--- src/scs1_pkg.sv ---
// Shared types, constants and translation tables for the scan code set 1 key translator.
package scs1_pkg;

  typedef struct packed {
    logic [7:0] code_byte;
    logic       data_ready;
  } in_word_t;

  typedef struct packed {
    logic [15:0] key_word;
    logic        key_valid;
    logic [7:0]  modifier_flags;
  } out_word_t;

  localparam logic [7:0] PREFIX_E0 = 8'hE0;
  localparam logic [7:0] PREFIX_E1 = 8'hE1;

  localparam logic [6:0] SC_ESC    = 7'h01;
  localparam logic [6:0] SC_BKSP   = 7'h0E;
  localparam logic [6:0] SC_TAB    = 7'h0F;
  localparam logic [6:0] SC_ENTER  = 7'h1C;
  localparam logic [6:0] SC_CTRL   = 7'h1D;
  localparam logic [6:0] SC_LSHIFT = 7'h2A;
  localparam logic [6:0] SC_RSHIFT = 7'h36;
  localparam logic [6:0] SC_ALT    = 7'h38;
  localparam logic [6:0] SC_SPACE  = 7'h39;
  localparam logic [6:0] SC_CAPS   = 7'h3A;
  localparam logic [6:0] SC_NUM    = 7'h45;
  localparam logic [6:0] SC_SCROLL = 7'h46;
  localparam logic [6:0] SC_INSERT = 7'h52;

  localparam logic [7:0] F_RSHIFT = 8'h01;
  localparam logic [7:0] F_LSHIFT = 8'h02;
  localparam logic [7:0] F_CTRL   = 8'h04;
  localparam logic [7:0] F_ALT    = 8'h08;
  localparam logic [7:0] F_SCROLL = 8'h10;
  localparam logic [7:0] F_NUM    = 8'h20;
  localparam logic [7:0] F_CAPS   = 8'h40;
  localparam logic [7:0] F_INS    = 8'h80;

  localparam int unsigned TAB_LEN = 54;
  localparam logic [6:0]  TAB_LIMIT = 7'(TAB_LEN);

  localparam logic [7:0] LOWER_TAB [TAB_LEN] = '{
    8'h00, 8'h00, 8'h31, 8'h32, 8'h33, 8'h34, 8'h35, 8'h36, 8'h37, 8'h38,
    8'h39, 8'h30, 8'h2D, 8'h3D, 8'h00, 8'h00, 8'h71, 8'h77, 8'h65, 8'h72,
    8'h74, 8'h79, 8'h75, 8'h69, 8'h6F, 8'h70, 8'h5B, 8'h5D, 8'h00, 8'h00,
    8'h61, 8'h73, 8'h64, 8'h66, 8'h67, 8'h68, 8'h6A, 8'h6B, 8'h6C, 8'h3B,
    8'h27, 8'h60, 8'h00, 8'h5C, 8'h7A, 8'h78, 8'h63, 8'h76, 8'h62, 8'h6E,
    8'h6D, 8'h2C, 8'h2E, 8'h2F
  };

  localparam logic [7:0] UPPER_TAB [TAB_LEN] = '{
    8'h00, 8'h00, 8'h21, 8'h40, 8'h23, 8'h24, 8'h25, 8'h5E, 8'h26, 8'h2A,
    8'h28, 8'h29, 8'h5F, 8'h2B, 8'h00, 8'h00, 8'h51, 8'h57, 8'h45, 8'h52,
    8'h54, 8'h59, 8'h55, 8'h49, 8'h4F, 8'h50, 8'h7B, 8'h7D, 8'h00, 8'h00,
    8'h41, 8'h53, 8'h44, 8'h46, 8'h47, 8'h48, 8'h4A, 8'h4B, 8'h4C, 8'h3A,
    8'h22, 8'h7E, 8'h00, 8'h7C, 8'h5A, 8'h58, 8'h43, 8'h56, 8'h42, 8'h4E,
    8'h4D, 8'h3C, 8'h3E, 8'h3F
  };

endpackage

--- src/scancode_set1_key_translator_unit.sv ---
// Top level of the scan code set 1 to ASCII key translator.
//
// Input channel in_valid/in_ready/in_data carries one word per controller
// event: the raw scan code byte and its data-ready bit. Every accepted word
// produces exactly one result word on out_valid/out_ready/out_data, in order:
// the key word (scan code high, ASCII low), its store flag, and the modifier
// flag byte after that event.
// The input word is registered, decoded against the prefix and flag state,
// and the result is registered: a word passes the input register and then
// the result register before its result can be taken.
// One word per cycle is sustained while out_ready stays high; the prefix/flag
// registers are updated in the same cycle the result register is loaded.
// Reset clears both pipeline valids, the prefix byte and the flag byte.
// When the receiver stalls, the result register holds and the input
// register keeps one more word; in_ready drops only when both are full.
module scancode_set1_key_translator_unit (
  input  logic                 clk,
  input  logic                 rst_n,
  input  logic                 in_valid,
  output logic                 in_ready,
  input  scs1_pkg::in_word_t   in_data,
  output logic                 out_valid,
  input  logic                 out_ready,
  output scs1_pkg::out_word_t  out_data
);
  import scs1_pkg::*;

  logic      in_v_r;
  in_word_t  in_d_r;
  logic      out_v_r;
  out_word_t out_d_r;
  out_word_t res;
  logic      res_can;
  logic      adv;

  assign res_can  = !out_v_r || out_ready;
  assign adv      = in_v_r && res_can;
  assign in_ready = !in_v_r || res_can;

  always_ff @(posedge clk) begin
    if (!rst_n) begin
      in_v_r <= 1'b0;
    end else if (in_ready) begin
      in_v_r <= in_valid;
    end
  end

  always_ff @(posedge clk) begin
    if (in_ready && in_valid) begin
      in_d_r <= in_data;
    end
  end

  scs1_decode u_decode (
    .clk   (clk),
    .rst_n (rst_n),
    .adv   (adv),
    .item  (in_d_r),
    .res   (res)
  );

  always_ff @(posedge clk) begin
    if (!rst_n) begin
      out_v_r <= 1'b0;
    end else if (res_can) begin
      out_v_r <= in_v_r;
    end
  end

  always_ff @(posedge clk) begin
    if (adv) begin
      out_d_r <= res;
    end
  end

  assign out_valid = out_v_r;
  assign out_data  = out_d_r;

  a_word_zero_when_not_stored: assert property (@(posedge clk) disable iff (!rst_n)
    out_valid && !out_data.key_valid |-> out_data.key_word == 16'h0000)
    else $error("key word not zero without store flag");

  a_word_scan_nonzero: assert property (@(posedge clk) disable iff (!rst_n)
    out_valid && out_data.key_valid |->
      out_data.key_word[15] == 1'b0 && out_data.key_word[14:8] != 7'h00)
    else $error("stored key word has bad scan code");

  a_stall_only_when_full: assert property (@(posedge clk) disable iff (!rst_n)
    !in_ready |-> in_v_r && out_v_r && !out_ready)
    else $error("input stalled with room in pipeline");

endmodule

--- src/scs1_ascii.sv ---
// Scan code to ASCII lookup with shift, caps and ctrl handling.
module scs1_ascii (
  input  logic [6:0] sc,
  input  logic [7:0] flags,
  output logic [7:0] ascii
);
  import scs1_pkg::*;

  logic       shifted;
  logic       caps;
  logic       ctrl;
  logic [5:0] idx;
  logic [7:0] ch;
  logic [7:0] ch_case;

  assign shifted = |(flags & (F_LSHIFT | F_RSHIFT));
  assign caps    = |(flags & F_CAPS);
  assign ctrl    = |(flags & F_CTRL);
  assign idx     = sc[5:0];

  always_comb begin
    ch = 8'h00;
    if (sc < TAB_LIMIT) begin
      ch = shifted ? UPPER_TAB[idx] : LOWER_TAB[idx];
    end
    ch_case = ch;
    if (caps) begin
      if (ch >= 8'h61 && ch <= 8'h7A) begin
        ch_case = ch - 8'h20;
      end else if (ch >= 8'h41 && ch <= 8'h5A) begin
        ch_case = ch + 8'h20;
      end
    end
  end

  always_comb begin
    if (ctrl && sc == SC_ENTER) begin
      ascii = 8'h0A;
    end else if (ctrl && sc == SC_BKSP) begin
      ascii = 8'h7F;
    end else begin
      unique case (sc)
        SC_ESC:   ascii = 8'h1B;
        SC_BKSP:  ascii = 8'h08;
        SC_TAB:   ascii = 8'h09;
        SC_ENTER: ascii = 8'h0D;
        SC_SPACE: ascii = 8'h20;
        default:  ascii = ch_case;
      endcase
    end
  end

endmodule

--- src/scs1_decode.sv ---
// Prefix and modifier state with per-byte decode into a result word.
module scs1_decode (
  input  logic                 clk,
  input  logic                 rst_n,
  input  logic                 adv,
  input  scs1_pkg::in_word_t   item,
  output scs1_pkg::out_word_t  res
);
  import scs1_pkg::*;

  logic [7:0] prefix_r, prefix_nxt;
  logic [7:0] flag_r, flag_nxt;
  logic [6:0] sc;
  logic       release_key;
  logic [7:0] mask;
  logic       toggle;
  logic [7:0] ascii;
  logic       make_word;

  assign sc          = item.code_byte[6:0];
  assign release_key = item.code_byte[7];

  always_comb begin
    mask   = 8'h00;
    toggle = 1'b0;
    unique case (sc)
      SC_LSHIFT: mask = F_LSHIFT;
      SC_RSHIFT: mask = F_RSHIFT;
      SC_CTRL:   mask = F_CTRL;
      SC_ALT:    mask = F_ALT;
      SC_CAPS:   begin mask = F_CAPS;   toggle = 1'b1; end
      SC_NUM:    begin mask = F_NUM;    toggle = 1'b1; end
      SC_SCROLL: begin mask = F_SCROLL; toggle = 1'b1; end
      default:   mask = 8'h00;
    endcase
  end

  always_comb begin
    prefix_nxt = prefix_r;
    flag_nxt   = flag_r;
    make_word  = 1'b0;
    if (item.data_ready) begin
      if (item.code_byte == PREFIX_E0 || item.code_byte == PREFIX_E1) begin
        prefix_nxt = item.code_byte;
      end else if (sc != 7'h00) begin
        prefix_nxt = 8'h00;
        if (mask != 8'h00) begin
          if (toggle) begin
            if (!release_key) flag_nxt = flag_r ^ mask;
          end else if (!release_key) begin
            flag_nxt = flag_r | mask;
          end else begin
            flag_nxt = flag_r & ~mask;
          end
        end else begin
          if (sc == SC_INSERT && !release_key && prefix_r == 8'h00) begin
            flag_nxt = flag_r ^ F_INS;
          end
          make_word = !release_key;
        end
      end
    end
  end

  scs1_ascii u_ascii (
    .sc    (sc),
    .flags (flag_nxt),
    .ascii (ascii)
  );

  always_comb begin
    res.key_valid      = make_word;
    res.modifier_flags = flag_nxt;
    res.key_word       = 16'h0000;
    if (make_word) begin
      res.key_word = {1'b0, sc, (prefix_r == PREFIX_E0) ? 8'h00 : ascii};
    end
  end

  always_ff @(posedge clk) begin
    if (!rst_n) begin
      prefix_r <= 8'h00;
      flag_r   <= 8'h00;
    end else if (adv) begin
      prefix_r <= prefix_nxt;
      flag_r   <= flag_nxt;
    end
  end

endmodule
--- config.mk ---
export PLATFORM = sky130hd
export DESIGN_NAME = scancode_set1_key_translator_unit
export DESIGN_NICKNAME = d
export VERILOG_FILES = /design/src/scs1_pkg.sv /design/src/scancode_set1_key_translator_unit.sv /design/src/scs1_ascii.sv /design/src/scs1_decode.sv
export SDC_FILE = /design/constraint.sdc
export NUM_CORES = 1
export LEC_CHECK = 0
export BUFFER_PORTS_ARGS = -buffer_cell sky130_fd_sc_hd__buf_2
export CAP_MARGIN = 20
export CORE_UTILIZATION = 48
export CTS_CLUSTER_DIAMETER = 80
export DETAILED_ROUTE_END_ITERATION = 10
export PLACE_DENSITY = 0.63
export SLEW_MARGIN = 20
export SYNTH_ARGS = -nofsm -noshare
export SYNTH_HDL_FRONTEND = slang
export SYNTH_SLANG_ARGS = --single-unit
--- constraint.sdc ---
create_clock -name clk -period 10.9 [get_ports clk]
set_input_delay 0 -clock clk [delete_from_list [all_inputs] [get_ports clk]]
set_output_delay 0 -clock clk [all_outputs]
set_load 0.02 [all_outputs]
Word-level counts from Yosys, hierarchy flattened

Memories as Yosys holds them, arrays and structs flattened.
Index checks and enable logic that the tools add are counted.

Memory bits (read-only): 1024
Word-level logic and storage cells: 98
Input port bits: 13
Output and inout port bits: 27
Memory bits (writable): 0
Bits in registers: 52
Memories: 2
Latch bits: 0

Div/mod/pow operators: 0
Shift-type cells: 0
Order comparisons: 6
$add $sub $neg: 2
Muxes and demuxes: 28
Reductions and logical operators: 24
$mul: 0
Eq/ne operators: 16
Bitwise operators: 7

Memory list:

| memory          | depth | width | rd ports | clocked after Yosys merged registers in | wr ports | line             | RTL |
|---|---|---|---|---|---|---|---|
| (no name shown) | 64    | 8     | 1        | 0                                       | 0        | scs1_ascii.sv:24 | `ch = shifted ? UPPER_TAB[idx] : LOWER_TAB[idx];` |
| (no name shown) | 64    | 8     | 1        | 0                                       | 0        | scs1_ascii.sv:24 |  |

Operator list:

| kind                  | count |
|---|---|
| $mux W8               | 21 |
| $pmux W7 S7           | 1 |
| $pmux W8 S5           | 1 |
| $eq A7 B6 Y1 const B  | 5 |
| $eq A8 B8 Y1 const B  | 3 |
| $eq A7 B7 Y1 const B  | 3 |
| $ge A8 B7 Y1 const B  | 2 |
| $le A8 B7 Y1 const B  | 2 |
| $eq A7 B4 Y1 const B  | 2 |
| $eq A7 B5 Y1 const B  | 2 |
| $add A8 B6 Y8 const B | 1 |
| $and A8 B8 Y8         | 1 |
| $logic_and A1 B1 Y1   | 8 |
| $logic_not A8 Y1      | 1 |
| $not A7 Y8            | 1 |
| $or A8 B7 Y8          | 1 |
| $reduce_bool A8 Y1    | 1 |
| $sub A8 B6 Y8 const B | 1 |
| $xor A8 B7 Y8         | 1 |
| $eq A7 B1 Y1 const B  | 1 |
| $ge A7 B7 Y1 const B  | 1 |
| $lt A7 B6 Y1 const B  | 1 |
| $not A6 Y7            | 1 |
| $reduce_bool A7 Y1    | 1 |
| other kinds (9)       | 20 |

Longest topological paths before layout

Gate-level depths: netlist of the first run.

Word-level depth: 21
Depth in mapped cells: 18
Mapped depth without buffers: 16

Hierarchy

A second synthesis of the first run with hierarchy kept.

Cell total of the unflattened synthesis: 405
Area, all modules: 3853.7 µm²

By module, submodules not included:

| module                            | area each (µm²) | seq. area each (µm²) | cells an instance | times used |
|---|---|---|---|---|
| scs1_ascii                        | 1571.5          | 0.0                  | 223               | 1 |
| scs1_decode                       | 1157.4          | 320.3                | 139               | 1 |
| scancode_set1_key_translator_unit | 1124.8          | 1061.0               | 43                | 1 |

Worst setup path after synthesis of the first run

Ideal clock, no wire load.

Kind: reg2reg
Start point: reg in_d_r[2] in the netlist's numbering
End point: reg out_d_r, in the netlist out_data[14] (data pin)
Clock period less this slack: 4.014 ns
Cell stages (with the launch flop): 18
Path slack: 6.886 ns
Path buffers: 1
Setup time: 0.259 ns
Data arrival time: 3.755 ns
Required time: 10.641 ns
Path through: edfxtp_1 -> clkbuf_1 -> inv_1 -> ha_1 -> nand2_1 -> or4_4 -> o311a_1 -> a21oi_1 -> nand4_1 -> a21oi_1 -> inv_1 -> ha_1 -> and3_1 -> o21bai_1 -> a21boi_0 -> a22oi_2 -> nor3_1 -> a211o_1

Word-level cells in the longest chain between the ends: 20
Elaborated cells on any way between the ends: 63
Classes of those cells: 2 x add/sub; 5 x order compare; 14 x eq/ne; 24 x mux; 6 x bitwise; 10 x reduce/logical; 2 x memory

Ends and longest elaborated chain:

| element                                      | line                                    | RTL |
|---|---|---|
| start, declared                              | scancode_set1_key_translator_unit.sv:29 | `in_word_t in_d_r;` |
| start signal, assigned                       | scancode_set1_key_translator_unit.sv:50 | `in_d_r <= in_data;` |
| $eq A7 B7 Y1 (tied with other cells)         | scs1_decode.sv:26                       | `unique case (sc)` |
| $pmux W7 S7                                  | scs1_decode.sv:26                       |  |
| $not A7 Y8                                   | scs1_decode.sv:53                       | `flag_nxt = flag_r & ~mask;` |
| $and A8 B8 Y8                                | scs1_decode.sv:53                       |  |
| $mux W8                                      | scs1_decode.sv:50                       | `end else if (!release_key) begin` |
| $mux W8                                      | scs1_decode.sv:48                       | `if (toggle) begin` |
| $mux W8                                      | scs1_decode.sv:47                       | `if (mask != 8'h00) begin` |
| $mux W8                                      | scs1_decode.sv:45                       | `end else if (sc != 7'h00) begin` |
| [4 not listed]                               | n/a                                     |  |
| $mux W8                                      | scs1_ascii.sv:23                        | `if (sc < TAB_LIMIT) begin` |
| $ge A8 B7 Y1 or $le A8 B7 Y1 (tied branches) | scs1_ascii.sv:30                        | `end else if (ch >= 8'h41 && ch <= 8'h5A) begin` |
| $logic_and A1 B1 Y1                          | scs1_ascii.sv:30                        |  |
| $mux W8                                      | scs1_ascii.sv:30                        |  |
| $mux W8                                      | scs1_ascii.sv:28                        | `if (ch >= 8'h61 && ch <= 8'h7A) begin` |
| $mux W8                                      | scs1_ascii.sv:27                        | `if (caps) begin` |
| $pmux W8 S5                                  | scs1_ascii.sv:42                        | `unique case (sc)` |
| $mux W8                                      | scs1_ascii.sv:39                        | `end else if (ctrl && sc == SC_BKSP) begin` |
| end signal, assigned                         | scancode_set1_key_translator_unit.sv:72 | `out_d_r <= res;` |
| end, declared                                | scancode_set1_key_translator_unit.sv:31 | `out_word_t out_d_r;` |

Several ways; a longest one is shown, not always the timed one. The select of a mux whose other input is x is not followed.
A chain may end at the register's enable or synchronous reset.

Final worst setup path of the first run

Start point: reg in_d_r[1] in the netlist's numbering
End point: reg out_d_r, in the netlist out_data[14] (data pin)

Same word-level chain as after synthesis.

==> results of run 1 <==
synth_stat cells, types with 2 or more instances:
cell        n  area [sq um]
and3_1      7          43.8
a22oi_1     4          30.0
o31a_1      2          17.5
nand4_1     4          25.0
edfxtp_1   33           991
nor3_1      8          40.0
ha_1       17           213
o211ai_1    7          52.6
a211oi_1    4          30.0
nand2b_1   17           106
o21bai_1    2          15.0
nand2_1    45           169
a21boi_0    8          60.1
xor2_1      2          17.5
or2_2       2          12.5
o21ai_0    23           115
buf_4       4          30.0
mux4_2      2          45.0
a21o_1      4          30.0
dfxtp_1    18           360
nand3_1    12          60.1
a211o_1     3          26.3
a2111oi_0   2          17.5
buf_2       5          25.0
a31oi_1    10          62.6
a21oi_1    22           110
inv_1      13          48.8
and2_1     14          87.6
nor4_1      4          25.0
inv_2       2          7.51
a32o_1      2          20.0
xnor2_1     5          43.8
clkbuf_1   14          52.6
nor2b_1    18           113
or4_1       2          15.0
o211a_1     3          30.0
o21a_1      5          37.5
nor2_1     30           113
or3_1       2          12.5
mux2i_1     9          90.1
o31ai_1     4          30.0
critical path, stage by stage (launching register included):
cell	delay, ns
edfxtp_1	0.59
inv_1	0.23
ha_1	0.50
nand2b_1	0.24
or3_1	0.43
o2111a_1	0.18
a21oi_1	0.27
nand4_1	0.13
a21oi_1	0.44
inv_1	0.16
ha_1	0.23
and3_1	0.15
o21bai_1	0.17
a21boi_0	0.13
a22oi_2	0.21
nor3_1	0.08
a211o_1	0.28
report_power, final:
group	leakage (nW)	internal, mW	switching [mW]
sequential	0.458	0.213	0.00785
clock	0.0418	0.0449	0.0671
combinational	1.07	0.0346	0.0589
cell families after synthesis:
family,count (synthesis)
other,1
multiplexers,12
adder cells (fa/ha/maj),17
AND/OR/NAND/NOR,178
buffers and inverters,40
XOR/XNOR,7
flip-flops,51
AO/OA/AOI/OAI,121
repair_timing:
action | in CTS | in global routing
endpoints found under the hold margin | 10 | 0
setup endpoints to repair | 0 | 0
hold buffers | 10 | 0
layer usage:
| metal | track usage (%) | wire length, microns |
|---|---|---|
| met4 | 6.59 | 195 |
| met2 | 38.0 | 4310 |
| met3 | 5.22 | 641 |
| met1 | 32.7 | 4410 |
| met5 | 0 | 0 |
registers in the layout, indices dropped and copies added (netlist names):
signal	cells
out_valid	1
out_data	24
u_decode.flag_r	8
in_v_r	1
in_d_r	9
u_decode.prefix_r	8
final cells by class:
| cell class | count | area [sq um] | share of cell area [%] |
|---|---|---|---|
| Clock inverter | 3 | 20.0 | 0.480 |
| Timing Repair Buffer | 51 | 313 | 7.51 |
| Sequential cell | 51 | 1350 | 32.4 |
| Inverter | 15 | 56.3 | 1.35 |
| Clock buffer | 5 | 68.8 | 1.65 |
| Tap cell | 99 | 124 | 2.97 |
| Multi-Input combinational cell | 336 | 2230 | 53.6 |
final timing paths:
path	endpoint	cells past startpoint	start	slack [ns]
worst max-delay path	out_data[14]	16	in_d_r[1]	6.24
worst min-delay path	out_valid	3	out_ready	0.01
worst max register to register	out_data[14]	16	in_d_r[1]	6.24
worst min register to register	u_decode.flag_r[2]	2	u_decode.flag_r[2]	0.48
==> results.ini, run 1 <==
[status]
status=complete, no violations

[final_layout]
final_cells=560
fill_cells=705
final_cell_mix=45 x nand2_1, 38 x buf_2, 33 x edfxtp_1, 30 x nor2_1, 23 x o21ai_0
antenna_cells=0
final_nets=490
utilization_pct=56.2
layout.cell_area.non_filler_sq_um=4170
layout-drive-gt1-share_pct=14.5
syn_to_final_growth_pct=10.9
layout_commonest_cell=nand2_1

[grt]
track_usage_pct=23.9
overflow=0
grt_max_degree=52
grt_pass1_vias=3053
grt_pass1_wl_mm=15.6
antenna_found_initial=0

[sta]
worst_pin_slew_ns=1.06
setup_ws_ns=6.24
slew_headroom_pct=29.4
period_needed_ns=4.66
rsz0062_at_grt=no
hold_viol=0
fin_setup_tns_ns=0
fin_crit_sh_pct=42.7
report.final.slew_viol_count=0
final.setup_skew_ns=0.00440
fmax_ghz=0.215
setup_viol=0
hold_slack_ns=0.0123

[yosys]
synth_cell_types=74
yosys_warnings=0
synth-edff-count=33
synthXorXnorAreaFrac_pct=1.63
synth_ff_type=edfxtp_1
synth_top_family_by_area=simple AND/OR/NAND/NOR gates
syn_inst=427
synth_mux_area_share_pct=3.90
synth_area_sq_um=3760
ys_ff_latch=51
syn-num-nets=457
syn_area_per_cell_sq_um=8.80
synth_async_sr_flop_share_pct=0
seq_area_frac_synth_pct=36.0
synth-simple-area-share_pct=25.0
synthAdderAreaFrac_pct=5.66
synth_compound_gate_area_share_pct=23.0

[die]
core_area_sq_um=7410
die_area_sq_um=8190
start_util_pct=50.7
die_w_microns=90.5
io_pins=40
rows=31
die_y_microns=90.5

[placement]
placed_cell_area_sq_um=3980
portBuffers=38
dp_cells=542
place_congestion=0.941
place_ws_ns=6.39
dpl.hpwl_mm=6.87

[routing]
dr.pass1.iters=5
viasPerCell=5.96
wirelength_mm=9.55
initialDrtViolationCount=335
via_count=3335
wl_per_cell_microns=17.1
drc=0
detail-route-antenna-nets=0

[clocking]
htree_levels=2
cts_buffers=5
clock-sinks=51
postCtsSetupRepairBufs=0
worstSkewPairLatency_ns=0.31
clockBufferDepth=2
cts-root-buf=clkbuf_8
cts_tree=done
post_cts_resized=0
clk_pin_slew_ns=0.10

[setup_path]
worstSetupStartpointType=register
worstSetupPathType=register to register
end_kind=register
cp_max_fo=15
crit_required_ns=10.97
critPathArrivalTime_ns=4.73

[worst_hold_path]
hp-class=input pin to register

[power_and_ir_drop]
p_total_uw=427
peakVddDrop_mv=0.0623
leakage_nw=1.57
power_density_nw_per_um2=102

[flow_run]
maxCapViolCount=0

No activity file was read; power rests on OpenSTA's default activity.
==> run 2: changes to the inputs <==
Settings changed: PLACE_DENSITY 0.63 to 0.66.
Clock period 10.9 ns to 4.25 ns, I/O delays scaled along.
==> run 2 against run 1 <==
Compared with the run above:
- combinational power increased to 2.7 times the previous value
- power increased to 2.6 times the previous value
- core utilization increased by 1.5 points
- clock skew increased by 0.016 ns
- count of clock-buffer cells in the layout unchanged
- sequential power increased to 2.6 times the previous value
- design area increased by 2.6%
- non-clock buffer count increased by 14
- clock power increased to 2.8 times the previous value
- sequential share of layout area decreased by 0.83 points
- via count increased by 1.1%
- critical endpoint unchanged
==> results.ini, run 2 (synthesis results as in run 1) <==
[flow_run]
maxCapViolCount=0  ; unchanged

[grt]
antenna_found_initial=0  ; unchanged
overflow=0  ; unchanged
grt_pass1_wl_mm=15.6  ; unchanged
grt_max_degree=41  ; -21%
grt_pass1_vias=3090  ; +1.2%
track_usage_pct=24.0  ; +0.066 points

[final_layout]
utilization_pct=57.7  ; +1.5 points
final_nets=504  ; +2.9%
antenna_cells=0  ; unchanged
syn_to_final_growth_pct=13.8
largest_register_ffs=24  ; unchanged
final_cell_mix=45 x nand2_1, 38 x buf_2, 33 x edfxtp_1, 30 x nor2_1, 23 x o21ai_0
layout_commonest_cell=nand2_1
layout-drive-gt1-share_pct=17.3  ; +2.7 points

[setup_path]
r2r_start=in_d_r[2]
critPathLaunch=in_d_r[2]
critPathArrivalTime_ns=3.99  ; -0.74 ns
end_kind=register
cp_max_fo=8  ; -7
crit_required_ns=4.32  ; -6.65 ns
worstSetupStartpointType=register
worstSetupPathType=register to register

[routing]
drc=0  ; unchanged
viasPerCell=5.87  ; -1.4%
via_count=3371  ; +1.1%
wirelength_mm=9.58  ; +0.29%
detail-route-antenna-nets=0  ; unchanged
dr.pass1.iters=5  ; unchanged
wl_per_cell_microns=16.7  ; -2.2%
initialDrtViolationCount=298  ; -11%

[die]
start_util_pct=50.7  ; unchanged
rows=31  ; unchanged
io_pins=40  ; unchanged
die_w_microns=90.5  ; unchanged
die_area_sq_um=8190  ; unchanged
die_y_microns=90.5  ; unchanged
core_area_sq_um=7410  ; unchanged

[placement]
portBuffers=38  ; unchanged
dpl.hpwl_mm=6.94  ; +1.0%
place_congestion=0.985  ; +4.6%

[sta]
rsz0062_at_grt=no
worst_pin_slew_ns=0.697  ; -0.359 ns
hold_viol=0  ; unchanged
report.final.slew_viol_count=0  ; unchanged
fin_crit_sh_pct=92.2  ; +49 points
fin_setup_tns_ns=0  ; unchanged
final.setup_skew_ns=0.0204  ; +0.0160 ns
slew_headroom_pct=53.6  ; +24 points
hold_slack_ns=0.0127  ; +0.000450 ns
setup_viol=0  ; unchanged
fmax_ghz=0.255  ; +19%
period_needed_ns=3.92  ; -0.740 ns

[power_and_ir_drop]
leakage_nw=1.64  ; +4.6%
power_density_nw_per_um2=264  ; +160%
peakVddDrop_mv=0.147  ; +140%

[clocking]
cts_tree=done
clock-sinks=51  ; unchanged
cts-root-buf=clkbuf_8
clockBufferDepth=2  ; unchanged
cts_buffers=5  ; unchanged
clk_pin_slew_ns=0.12  ; +0.02 ns
postCtsSetupRepairBufs=0  ; unchanged
htree_levels=2  ; unchanged
worstSkewPairLatency_ns=0.33  ; +0.02 ns

[status]
status=complete, no violations

[worst_hold_path]
hp-class=input pin to register
min_from=out_ready

run 2: cell types whose count changed in the layout (fill, tap and decap cells not counted):
cell,previous run,this run
clkinv_1,1,0
inv_8,0,1
ha_2,0,1
nor4b_2,1,0
clkinvlp_4,1,0
buf_4,3,17
nor4b_1,0,1
clkinv_4,1,2
ha_1,17,16
run 2: cell type report:
| class | instances | area [sq um] |
|---|---|---|
| fillers | 666 | 3130 |
| clock inverters | 3 | 28.8 |
| multi-input cells | 336 | 2230 |
| inverters | 15 | 56.3 |
| flip-flops and latches | 51 | 1350 |
| well taps | 99 | 124 |
| repair buffers | 65 | 418 |
| clock buffers | 5 | 68.8 |
run 2: final timing paths:
check / endpoint / slack, ns / cells after the start
worst max register to register: out_data[14] / 0.33 / 13
worst min-delay path: out_valid / 0.01 / 3
worst max-delay path: out_data[14] / 0.33 / 13
worst min register to register: u_decode.flag_r[2] / 0.48 / 2
run 2: metrics by stage:
step / instances / area [sq um] / power (mW) / setup WS [ns]
5_1_grt: 574 / 4280 / 1.17 / 0.0133
4_1_cts: 574 / 4270 / 1.13 / 0.362
3_3_place_gp: 556 / 4080 / 0.816 / 0.380
2_1_floorplan: 427 / 3760 / 0.743 / 0.236
6_report: 574 / 4280 / 1.13 / 0.331
3_5_place_dp: 556 / 4080 / 0.815 / 0.402
run 2: critical path, cell delays in order, from the launching register on:
cell,delay (ns)
edfxtp_1,0.40
inv_1,0.20
ha_1,0.47
o21a_1,0.18
nand4_1,0.13
a311oi_1,0.44
a21o_2,0.21
nor2_4,0.07
or4_1,0.52
a211o_1,0.29
o211a_1,0.24
a22oi_2,0.17
nor3_1,0.07
a211o_1,0.26
run 2: timing repair:
item | in CTS | in global routing
hold buffers | 10 | 0
resized for setup | 0 | 1
setup endpoints to repair | 0 | 1
hold endpoints to repair | 10 | 0
run 2: where the power goes:
group          total, mW  switching (mW)  internal, mW
Combinational      0.252           0.153        0.0981
Clock              0.313           0.191         0.123
Sequential         0.564          0.0180         0.546
run 2: routing by layer:
| metal | part of all wire [%] | wire, microns | global-route usage, % |
|---|---|---|---|
| met5 | 0 | 0 | 0 |
| met4 | 2.0 | 190 | 7.80 |
| met3 | 6.3 | 607 | 4.71 |
| met2 | 46 | 4400 | 38.8 |
| met1 | 46 | 4380 | 32.2 |
